File: src/rtl/mba_pkg.sv
// Shared constants, types and codes for the mosaic block averaging design.
package mba_pkg;

    localparam int MAX_WIDTH    = 4096;
    localparam int MAX_TILE     = 256;
    localparam int HEIGHT_LIMIT = 4096;

    localparam int POS_W      = 12;
    localparam int COL_W      = $clog2(MAX_WIDTH);
    localparam int OFF_W      = $clog2(MAX_TILE);
    localparam int DIM_W      = 13;
    localparam int TILE_W     = 9;
    localparam int CH_W       = 8;
    localparam int SUM_W      = 24;
    localparam int CNT_W      = 17;
    localparam int CFG_IDX_W  = 2;
    localparam int CFG_DATA_W = 13;
    localparam int STEP_W     = $clog2(SUM_W + 1);

    typedef enum logic [CFG_IDX_W-1:0] {
        CFG_IMAGE_WIDTH  = 2'd0,
        CFG_IMAGE_HEIGHT = 2'd1,
        CFG_TILE_SIZE    = 2'd2
    } cfg_index_t;

    typedef enum logic [1:0] {
        DIV_IDLE,
        DIV_RUN,
        DIV_FINISH
    } div_state_t;

    // Active geometry, already clamped to the legal ranges.
    typedef struct packed {
        logic [DIM_W-1:0]  width;
        logic [DIM_W-1:0]  height;
        logic [TILE_W-1:0] tile;
    } cfg_t;

    // A finished tile handed from the accumulator to the divider.
    typedef struct packed {
        logic [POS_W-1:0] tile_col;
        logic [POS_W-1:0] tile_row;
        logic [CNT_W-1:0] pixels;
        logic [SUM_W-1:0] sum_blue;
        logic [SUM_W-1:0] sum_green;
        logic [SUM_W-1:0] sum_red;
        logic             frame_done;
    } job_t;

    typedef struct packed {
        logic [POS_W-1:0] tile_col;
        logic [POS_W-1:0] tile_row;
        logic [CH_W-1:0]  mean_blue;
        logic [CH_W-1:0]  mean_green;
        logic [CH_W-1:0]  mean_red;
        logic [CNT_W-1:0] tile_pixels;
        logic             frame_done;
    } result_t;

endpackage

File: src/rtl/mba_div.sv
// Three-lane bit-serial divider with round-half-even and the result output register.
module mba_div
(
    input  logic             clk,
    input  logic             rst_n,
    input  logic             job_valid,
    input  mba_pkg::job_t    job,
    input  logic             out_ready,
    output logic             busy,
    output logic             out_valid,
    output mba_pkg::result_t result
);

    localparam int SW = mba_pkg::SUM_W;
    localparam int NW = mba_pkg::CNT_W;

    mba_pkg::div_state_t state_reg, state_next;
    logic [mba_pkg::STEP_W-1:0] step_reg;
    logic [SW-1:0] dq_reg   [3];
    logic [NW-1:0] rem_reg  [3];
    logic [SW-1:0] dq_next  [3];
    logic [NW-1:0] rem_next [3];
    logic [mba_pkg::CH_W-1:0] mean [3];
    logic [NW-1:0] n_reg;
    logic [mba_pkg::POS_W-1:0] col_reg, row_reg;
    logic done_reg;
    logic out_valid_reg;
    mba_pkg::result_t res_reg;
    logic load_job, do_step, load_out, out_free;

    always_comb
    begin
        for (int i = 0; i < 3; i++)
        begin
            logic [NW:0] trial;
            logic [NW:0] twice;
            logic [SW:0] qr;
            logic        ge;
            logic        up;
            trial       = {rem_reg[i], dq_reg[i][SW-1]};
            ge          = trial >= {1'b0, n_reg};
            rem_next[i] = ge ? NW'(trial - {1'b0, n_reg}) : trial[NW-1:0];
            dq_next[i]  = {dq_reg[i][SW-2:0], ge};
            twice       = {rem_reg[i], 1'b0};
            up          = (twice > {1'b0, n_reg})
                       || ((twice == {1'b0, n_reg}) && dq_reg[i][0]);
            qr          = {1'b0, dq_reg[i]} + (SW + 1)'(up);
            mean[i]     = (qr > (SW + 1)'(255)) ? 8'hFF : qr[mba_pkg::CH_W-1:0];
        end
    end

    assign out_free = !out_valid_reg || out_ready;

    always_comb
    begin
        state_next = state_reg;
        case (state_reg)
            mba_pkg::DIV_IDLE:
            begin
                if (job_valid)
                begin
                    state_next = mba_pkg::DIV_RUN;
                end
            end
            mba_pkg::DIV_RUN:
            begin
                if (step_reg == mba_pkg::STEP_W'(SW - 1))
                begin
                    state_next = mba_pkg::DIV_FINISH;
                end
            end
            mba_pkg::DIV_FINISH:
            begin
                if (out_free)
                begin
                    state_next = mba_pkg::DIV_IDLE;
                end
            end
            default:
            begin
                state_next = mba_pkg::DIV_IDLE;
            end
        endcase
    end

    always_comb
    begin
        load_job = 1'b0;
        do_step  = 1'b0;
        load_out = 1'b0;
        case (state_reg)
            mba_pkg::DIV_IDLE:   load_job = job_valid;
            mba_pkg::DIV_RUN:    do_step  = 1'b1;
            mba_pkg::DIV_FINISH: load_out = out_free;
            default:             load_job = 1'b0;
        endcase
    end

    always_ff @(posedge clk or negedge rst_n)
    begin
        if (!rst_n)
        begin
            state_reg     <= mba_pkg::DIV_IDLE;
            step_reg      <= '0;
            out_valid_reg <= 1'b0;
        end
        else
        begin
            state_reg <= state_next;
            if (load_job)
            begin
                step_reg <= '0;
            end
            else if (do_step)
            begin
                step_reg <= step_reg + mba_pkg::STEP_W'(1);
            end
            if (load_out)
            begin
                out_valid_reg <= 1'b1;
            end
            else if (out_ready)
            begin
                out_valid_reg <= 1'b0;
            end
        end
    end

    always_ff @(posedge clk)
    begin
        if (load_job)
        begin
            dq_reg[0]  <= job.sum_blue;
            dq_reg[1]  <= job.sum_green;
            dq_reg[2]  <= job.sum_red;
            rem_reg[0] <= '0;
            rem_reg[1] <= '0;
            rem_reg[2] <= '0;
            n_reg      <= job.pixels;
            col_reg    <= job.tile_col;
            row_reg    <= job.tile_row;
            done_reg   <= job.frame_done;
        end
        else if (do_step)
        begin
            for (int i = 0; i < 3; i++)
            begin
                dq_reg[i]  <= dq_next[i];
                rem_reg[i] <= rem_next[i];
            end
        end
        if (load_out)
        begin
            res_reg.tile_col    <= col_reg;
            res_reg.tile_row    <= row_reg;
            res_reg.mean_blue   <= mean[0];
            res_reg.mean_green  <= mean[1];
            res_reg.mean_red    <= mean[2];
            res_reg.tile_pixels <= n_reg;
            res_reg.frame_done  <= done_reg;
        end
    end

    assign busy      = (state_reg != mba_pkg::DIV_IDLE);
    assign out_valid = out_valid_reg;
    assign result    = res_reg;

endmodule

File: config.mk
export PLATFORM = sky130hd
export DESIGN_NAME = mba_div
export DESIGN_NICKNAME = d
export VERILOG_FILES = /design/src/rtl/mba_pkg.sv /design/src/rtl/mba_div.sv
export SDC_FILE = /design/constraint.sdc
export NUM_CORES = 1
export LEC_CHECK = 0
export BUFFER_PORTS_ARGS = -buffer_cell sky130_fd_sc_hd__buf_2
export CAP_MARGIN = 20
export CORE_ASPECT_RATIO = 0.8
export CORE_UTILIZATION = 60
export CTS_CLUSTER_DIAMETER = 80
export CTS_CLUSTER_SIZE = 12
export DETAILED_ROUTE_END_ITERATION = 10
export GPL_ROUTABILITY_DRIVEN = 0
export GPL_TIMING_DRIVEN = 0
export PLACE_DENSITY = 0.82
export SLEW_MARGIN = 20
export SYNTH_ARGS = -nofsm -noshare
export SYNTH_HDL_FRONTEND = slang
export SYNTH_SLANG_ARGS = --single-unit
File: constraint.sdc
create_clock -name clk -period 8.58 [get_ports clk]
set_input_delay 2.574 -clock clk [delete_from_list [all_inputs] [get_ports clk]]
set_output_delay 2.574 -clock clk [all_outputs]
set_load 0.005 [all_outputs]
Word level (Yosys, flattened, before mapping)
Memories as Yosys holds them, arrays and structs flattened. Index checks and enable logic that the tools add are counted.

Flip-flop bits (word level): 116. Bits in latches: 0. Bits in writable memories: 123. Bits in read-only memories: 0. Bits of input ports: 118. Output and inout bits: 68. Logic and storage cells: 85. Memories kept: 2.

Memories: dq_reg (depth 3, bits a word 24, rd ports 3, clocked after memory_dff 0, write ports 3, line mba_div.sv:19) `logic [SW-1:0] dq_reg [3];`; rem_reg (depth 3, bits a word 17, rd ports 3, clocked after memory_dff 0, write ports 3, line mba_div.sv:20) `logic [NW-1:0] rem_reg [3];`.

Add/sub/neg operators: 7. Multiply operators: 0. Divide/modulo/power cells: 0. Order comparisons: 9. Eq/ne operators: 9. Shifts and indexed selects: 0. Multiplexer cells: 25. Bitwise operators: 6. Reduce and logical (&&, ||, !) cells: 13.

Operators with widths (count): $mux 17 (6); $add 24x1->25 (3); $gt 25x8->1 const B (3); $mux 24 (3); $eq 18x17->1 (3); $ge 18x17->1 (3); $gt 18x17->1 (3); $sub 17x17->17 (3); $mux 1 (10); $mux 5 (2); $mux 2 (3); $ne 2x2->1 const B (3); $or 1x1->1 (6); $pmux 2 s3 (1); $reduce_bool 2->1 (3); $add 5x1->5 const B (1); $eq 5x5->1 const B (1); $logic_or 1x1->1 (4); $logic_and 1x1->1 (3); $reduce_and 3->1 (1); $eq 2x1->1 const B (1); $eq 2x2->1 const B (1); $logic_not 2->1 (1); $logic_not 1->1 (1).

Depth between registers and ports, before layout
Gate-level depths: netlist of run 1.

Depth in word-level cells: 6. Depth in mapped cells: 20. Depth with buffers taken out: 19.

Least setup slack after synthesis of run 1
OpenSTA, ideal clock, no wires.

Path kind: in2reg. Start point: in job_valid. End point: mem dq_reg[0][0] (netlist name) (enable). Setup time: 0.476 ns. Arrival: 7.270 ns. Data required time: 8.104 ns. Path slack: 0.834 ns. Stages on the path: 4. Path buffers: 0. Path through: inv_1 -> nor2_1 -> nor2_1 -> inv_1.

RTL lines: start: declaration (line mba_div.sv:6) `input logic job_valid,`; end: declaration (line mba_div.sv:19).

Final worst setup path of run 1
Start point: reg n_reg[11]. End point: reg res_reg (netlist bit result[38]) (data pin).

Longest elaborated chain between the ends: 5. Elaborated cells between the ends (all ways): 6. Those cells by class: 1 x add/sub; 2 x order compare; 1 x eq/ne; 2 x reduce/logical.

RTL lines: start: declaration (line mba_div.sv:24) `logic [NW-1:0] n_reg;`; start signal: assignment (line mba_div.sv:139) `n_reg <= job.pixels;`; branches (longest 2 deep; another with $gt 18x17->1); $logic_or 1x1->1 (*) (line mba_div.sv:46) `|| ((twice == {1'b0, n_reg}) && dq_reg[i][0]);`; $add 24x1->25 (*) (line mba_div.sv:47) `qr = {1'b0, dq_reg[i]} + (SW + 1)'(up);`; $gt 25x8->1 (line mba_div.sv:48) `mean[i] = (qr > (SW + 1)'(255)) ? 8'hFF : qr[mba_pkg::CH_W-1:0];`; end: declaration (line mba_div.sv:28) `mba_pkg::result_t res_reg;`.

Every way passes the cells marked *. A chain may end at the register's enable or synchronous reset.

==> flow_metrics.tcl, run 1 <==
set metrics [dict create \
    rows 48 \
    hold_path_class "reg2reg" \
    ys_async_sr_fraction 0.0335 \
    clk_pin_slew_ns 0.07 \
    synth_ff_type "edfxtp_1" \
    cp_cell_sequence "inv_1 > ha_1 > clkbuf_1 > a21o_1 > a21o_1 > a21oi_1 > o21ai_0 > o21ai_0 > a21oi_1 > ha_1 > ha_1 > nand4_1 > nor4_1 > nand2_1 > nor2_1 > o21bai_1 > a2bb2oi_1 > o31ai_2 > o2111ai_1" \
    yosysTopAreaCellShare 0.522 \
    cts_num_sinks 239 \
    cp_slowest_cell "o31ai_2" \
    syn-num-nets 1471 \
    relSlewSlack 0.430 \
    crit_top_cell "ha_1" \
    fin_util 0.707 \
    grt_pass1_wl_um 49400 \
    crit_fanout 8 \
    vias 10665 \
    crit_arrival_ns 5.10 \
    cts_resized 0 \
    numPortBuffers 185 \
    die_area_um2 22800 \
    area_delta_synth_final_pct 15.0 \
    p_per_area_nw_per_um2 373 \
    power.total_w 0.00571 \
    drive_above_1_share 0.165 \
    synth_most_common_cell "nand2_1" \
    synth-seq-area-share 0.537 \
    ctsHtreeMaxLevel 1 \
    ir_worst_vdd_mv 0.224 \
    worst_slew_pin_slew_ns 0.855 \
    r2r_slack_ns 3.69 \
    cts_root_buffer "clkbuf_16" \
    clock.fmax_mhz 204 \
    final_antenna_net_count 0 \
    cts_hold_buf 0 \
    syn_inst 1292 \
    layout.nets 1685 \
    start_util 0.615 \
    cts_setup_buffers 0 \
    largest_register_ffs 72 \
    avgSynthCellArea_um2 10.3 \
    synthTopCellsByArea "edfxtp_1 52%, nand2_1 8.5%, ha_1 5.5%, nor2_1 2.6%, xnor2_1 2.5%" \
    endpoint_kind "flip-flop" \
    groute.usage.overall 0.274 \
    cts_buffers 23 \
    cp_data_required_time_ns 8.79 \
    die_y_um 135 \
    drt_wl_total_um 31300 \
    period_needed_ns 4.89 \
    crit_type "reg2reg" \
    ys_ff_latch 239 \
    synth-edff-count 231 \
    die_w_um 168 \
    drt_iter0_drc 931 \
    grt-ovfl-total 0 \
    dp_hpwl_um 22400 \
    routed_via_density 5.97 \
    synth.distinct_cells 77 \
    p_leak_nw 6.42 \
    max_stage_delay_ns 0.50 \
    fp.coreArea_um2 21600 \
    max-cap-violations 0 \
    placedCellCount 1756 \
    synth_area_um2 13300 \
    rsz0062_at_grt "false" \
    drc 0 \
    yosysTopAreaCell "edfxtp_1" \
    clock_latency_ns 0.53 \
    critPathLaunchType "flip-flop" \
    fin_area_um2 15300 \
    outcome "completed" \
    clockBufferDepth 3 \
    grt_max_degree 76 \
    finClkSkew_ns 0.0142 \
    antenna_found_initial 1 \
    slew_violations 0 \
    cts_tree "built" \
    holdWs_ns 0.406 \
    ys.warnings.count 0 \
    final_hold_viol_count 0 \
    finalNonFillerCells 1787 \
    io_pins 186 \
    setup_viol 0 \
    post_drt_wl_per_cell_um 17.5 \
    synth_common_cells "302 x nand2_1, 231 x edfxtp_1, 91 x nor2_1" \
    period_share 0.570 \
    grt_pass1_vias 9776 \
    first_pass_iters 5 \
    place_area_um2 14700 \
]
-- critical path, delay by kind of cell, from the launching register on --
kind / cells / cell delay, ns
flip-flops: 1 / 0.34
buffers and inverters: 2 / 0.40
AND/OR/NAND/NOR: 4 / 0.93
adder cells (fa/ha/maj): 3 / 0.74
AO/OA/AOI/OAI: 10 / 2.15
-- report_power, final --
| part | internal (W) | total (W) | switching, W |
|---|---|---|---|
| Combinational | 0.00105 | 0.00261 | 0.00156 |
| Sequential | 0.00187 | 0.00219 | 0.000325 |
| Clock | 0.000487 | 0.000907 | 0.000420 |
| Total | 0.00340 | 0.00571 | 0.00231 |
-- stage by stage --
step                setup WS, ns  TNS [ns]
floorplan                  0.834         0
global placement           -1.67   -204.50
detailed placement          3.73         0
CTS                         3.71         0
finish                      3.69         0
global route                3.23         0
-- path summary, 6_finish.rpt --
| check | from | end | depth (start not counted) |
|---|---|---|---|
| max | n_reg[11] | result[38] | 19 |
| min | col_reg[3] | result[57] | 0 |
| max reg2reg | n_reg[11] | result[38] | 19 |
| min reg2reg | col_reg[3] | result[57] | 0 |
| max in group asynchronous | rst_n | step_reg[2] | 1 |
| min in group asynchronous | rst_n | state_reg[1] | 1 |
-- per-layer routing --
metal	global-route usage	up-vias	wire, um	share of wire
met2	0.447	436	14500	0.46
met5	0	-	0	0
met1	0.386	5028	13900	0.44
li1	-	5152	-	-
met3	0.0482	49	2250	0.072
met4	0.0652	0	642	0.021
-- cell usage in the layout, fill, tap and decap left out, types with 12 or more instances in the layout --
cell type    n
nand2_1    302
edfxtp_1   231
buf_2      192
nor2_1      90
a21oi_1     62
ha_1        58
o21ai_0     54
nand3_1     41
xnor2_1     38
inv_1       37
clkbuf_1    35
nor3_1      30
nand4_1     27
mux2i_1     26
clkbuf_16   23
a21o_1      20
nor2b_1     17
xor2_1      17
nand2b_1    14
a31oi_1     13
and3_1      12
-- cell type report --
| class | instances | area [um^2] |
|---|---|---|
| timing repair buffer | 189 | 1010 |
| buffer | 45 | 213 |
| inverter | 38 | 148 |
| clock buffer | 29 | 598 |
| sequential | 239 | 7140 |
| clock inverter | 1 | 20.0 |
| antenna | 1 | 2.50 |
| fill | 1592 | 6330 |
| multi-input combinational | 970 | 5820 |
| tap | 275 | 344 |
-- kinds of logic after synthesis --
family                   after synthesis  synth area share
adder cells (fa/ha/maj)               61            0.0591
AND/OR/NAND/NOR                      586             0.201
multiplexers                          28            0.0213
flip-flops                           239             0.537
buffers and inverters                 83            0.0267
XOR/XNOR                              55            0.0362
AO/OA/AOI/OAI                        240             0.118
Power figures use the tool's default switching activity.
==> run 2, diff against run 1 <==
Settings changed: CORE_UTILIZATION 60 to 58, PLACE_DENSITY 0.82 to 0.8.
Clock period 8.58 ns to 4.7 ns, I/O delays scaled along.
==> run 2 against run 1 <==
Net effect: clock power increased by 83%; clock skew increased by 0.0078 ns; register-to-register slack got worse by 3.5 ns; via count increased by 1.3%; first-iteration DRC count increased by 16%; fmax increased by 8.8%; sequential share of layout area decreased by 0.72 points; non-clock buffer count increased by 5; wire length increased by 0.78%; sequential power increased by 84%; final area increased by 1.6%; largest power group unchanged; highest routed layer unchanged.
==> flow_metrics.tcl, run 2 (same netlist as run 1, synthesis figures left out) <==
set metrics [dict create \
    setup_viol 0 \
    max-cap-violations 0 \
    ir_worst_vdd_mv 0.438 \
    start_util 0.591 \
    layout.nets 1690 \
    hold_path_class "reg2reg" \
    die_area_um2 23500 \
    clk_pin_slew_ns 0.06 \
    p_leak_nw 6.51 \
    drive_above_1_share 0.180 \
    max_stage_delay_ns 0.41 \
    reg2reg_depth 19 \
    largest_register_ffs 72 \
    groute.usage.overall 0.264 \
    outcome "completed" \
    most-common-layout-cells "302 x nand2_1, 231 x edfxtp_1, 192 x buf_2" \
    min_to "result[62]" \
    post_drt_wl_per_cell_um 17.3 \
    crit_arrival_ns 4.74 \
    rows 49 \
    timing.rr.end "result[32]" \
    endpoint_kind "flip-flop" \
    cts_hold_buf 0 \
    dp_hpwl_um 22500 \
    numPortBuffers 185 \
    cp_cell_sequence "inv_2 > ha_1 > a21o_1 > a311oi_1 > o21ai_0 > or3b_1 > nand3_1 > a21oi_1 > a21oi_1 > ha_2 > ha_1 > and3_1 > and2b_2 > a2111oi_2 > a41oi_1 > nor3_1 > nand3_1 > nor3_4 > o21ai_0" \
    p_per_area_nw_per_um2 679 \
    finClkSkew_ns 0.0220 \
    grt_max_degree 34 \
    final_antenna_net_count 0 \
    first_pass_iters 5 \
    clock_latency_ns 0.53 \
    antenna_found_initial 0 \
    cts_buffers 23 \
    drt_iter0_drc 1081 \
    r2r_slack_ns 0.20 \
    cts_num_sinks 239 \
    final_hold_viol_count 0 \
    cp_slowest_cell "edfxtp_1" \
    critPathBufInv 1 \
    fin_area_um2 15500 \
    period_needed_ns 4.50 \
    io_pins 186 \
    fp.coreArea_um2 22500 \
    power.total_w 0.0105 \
    die_y_um 137 \
    relSlewSlack 0.409 \
    critPathLaunchType "flip-flop" \
    drc 0 \
    place_area_um2 14800 \
    slew_violations 0 \
    period_share 0.957 \
    die_w_um 171 \
    crit_type "reg2reg" \
    grt-ovfl-total 0 \
    routed_via_density 5.93 \
    cts_root_buffer "clkbuf_16" \
    hp-start "col_reg[8]" \
    cp_data_required_time_ns 4.94 \
    reg2reg_from "n_reg[9]" \
    ctsHtreeMaxLevel 1 \
    clockBufferDepth 3 \
    crit_family "compound AO/OA/AOI/OAI gates" \
    n_antenna_cell 0 \
    crit_fanout 8 \
    final_common_cell "nand2_1" \
    holdPathStages 0 \
    grt_pass1_wl_um 48400 \
    grt_pass1_vias 9521 \
    clock.fmax_mhz 222 \
    area_delta_synth_final_pct 16.8 \
    cts_tree "built" \
    drt_wl_total_um 31500 \
    worst_slew_pin_slew_ns 0.886 \
    vias 10802 \
]
[run 2: timing repair]
action	CTS	global route
pin swaps	0	6
endpoints found under the setup margin	14	24
resized for setup	3	20
buffers inserted	0	4
gates cloned	0	0
[run 2: how the worst max path moves through the flow]
stage | from | to | slack, ns | cells past startpoint
floorplan | job_valid | dq_reg[0][0] | 0.009 | 4
global placement | job_valid | dq_reg[0][60] | -1.52 | 5
detailed placement | n_reg[11] | result[37] | -0.09 | 19
CTS | n_reg[9] | result[32] | 0.009 | 19
global route | n_reg[9] | result[32] | -0.09 | 19
finish | n_reg[9] | result[32] | 0.20 | 19
[run 2: metal layers]
| layer | GRT usage | vias to the layer above | wire length [um] |
|---|---|---|---|
| met5 | 0 | - | 0 |
| met4 | 0.0670 | 0 | 687 |
| met3 | 0.0342 | 56 | 2470 |
| met2 | 0.415 | 459 | 14200 |
| met1 | 0.387 | 5121 | 14100 |
| li1 | - | 5166 | - |
[run 2: power by group]
group	internal, W	switching (W)
sequential	0.00341	0.000607
combinational	0.00199	0.00288
clock	0.000886	0.000772
[run 2: area by class of cell]
cell class / count / area [um^2]
Inverter: 38 / 146
Buffer: 42 / 201
Clock buffer: 30 / 602
Timing Repair Buffer: 197 / 1150
Sequential cell: 239 / 7140
Fill cell: 1673 / 6970
Tap cell: 306 / 383
Multi-Input combinational cell: 970 / 5900
Clock inverter: 1 / 8.76
[run 2: metrics by stage]
step                      hold slack, ns   util  cells  setup slack (ns)  TNS [ns]
final                              0.417  0.690   1823             0.202         0
after CTS                          0.418  0.687   1822           0.00905         0
after global routing               0.422  0.690   1823           -0.0949    -0.312
after floorplan                    0.400      -   1292           0.00886         0
after global placement             0.400  0.649   1783             -1.52   -190.26
after detailed placement           0.405  0.659   1791           -0.0870    -0.408
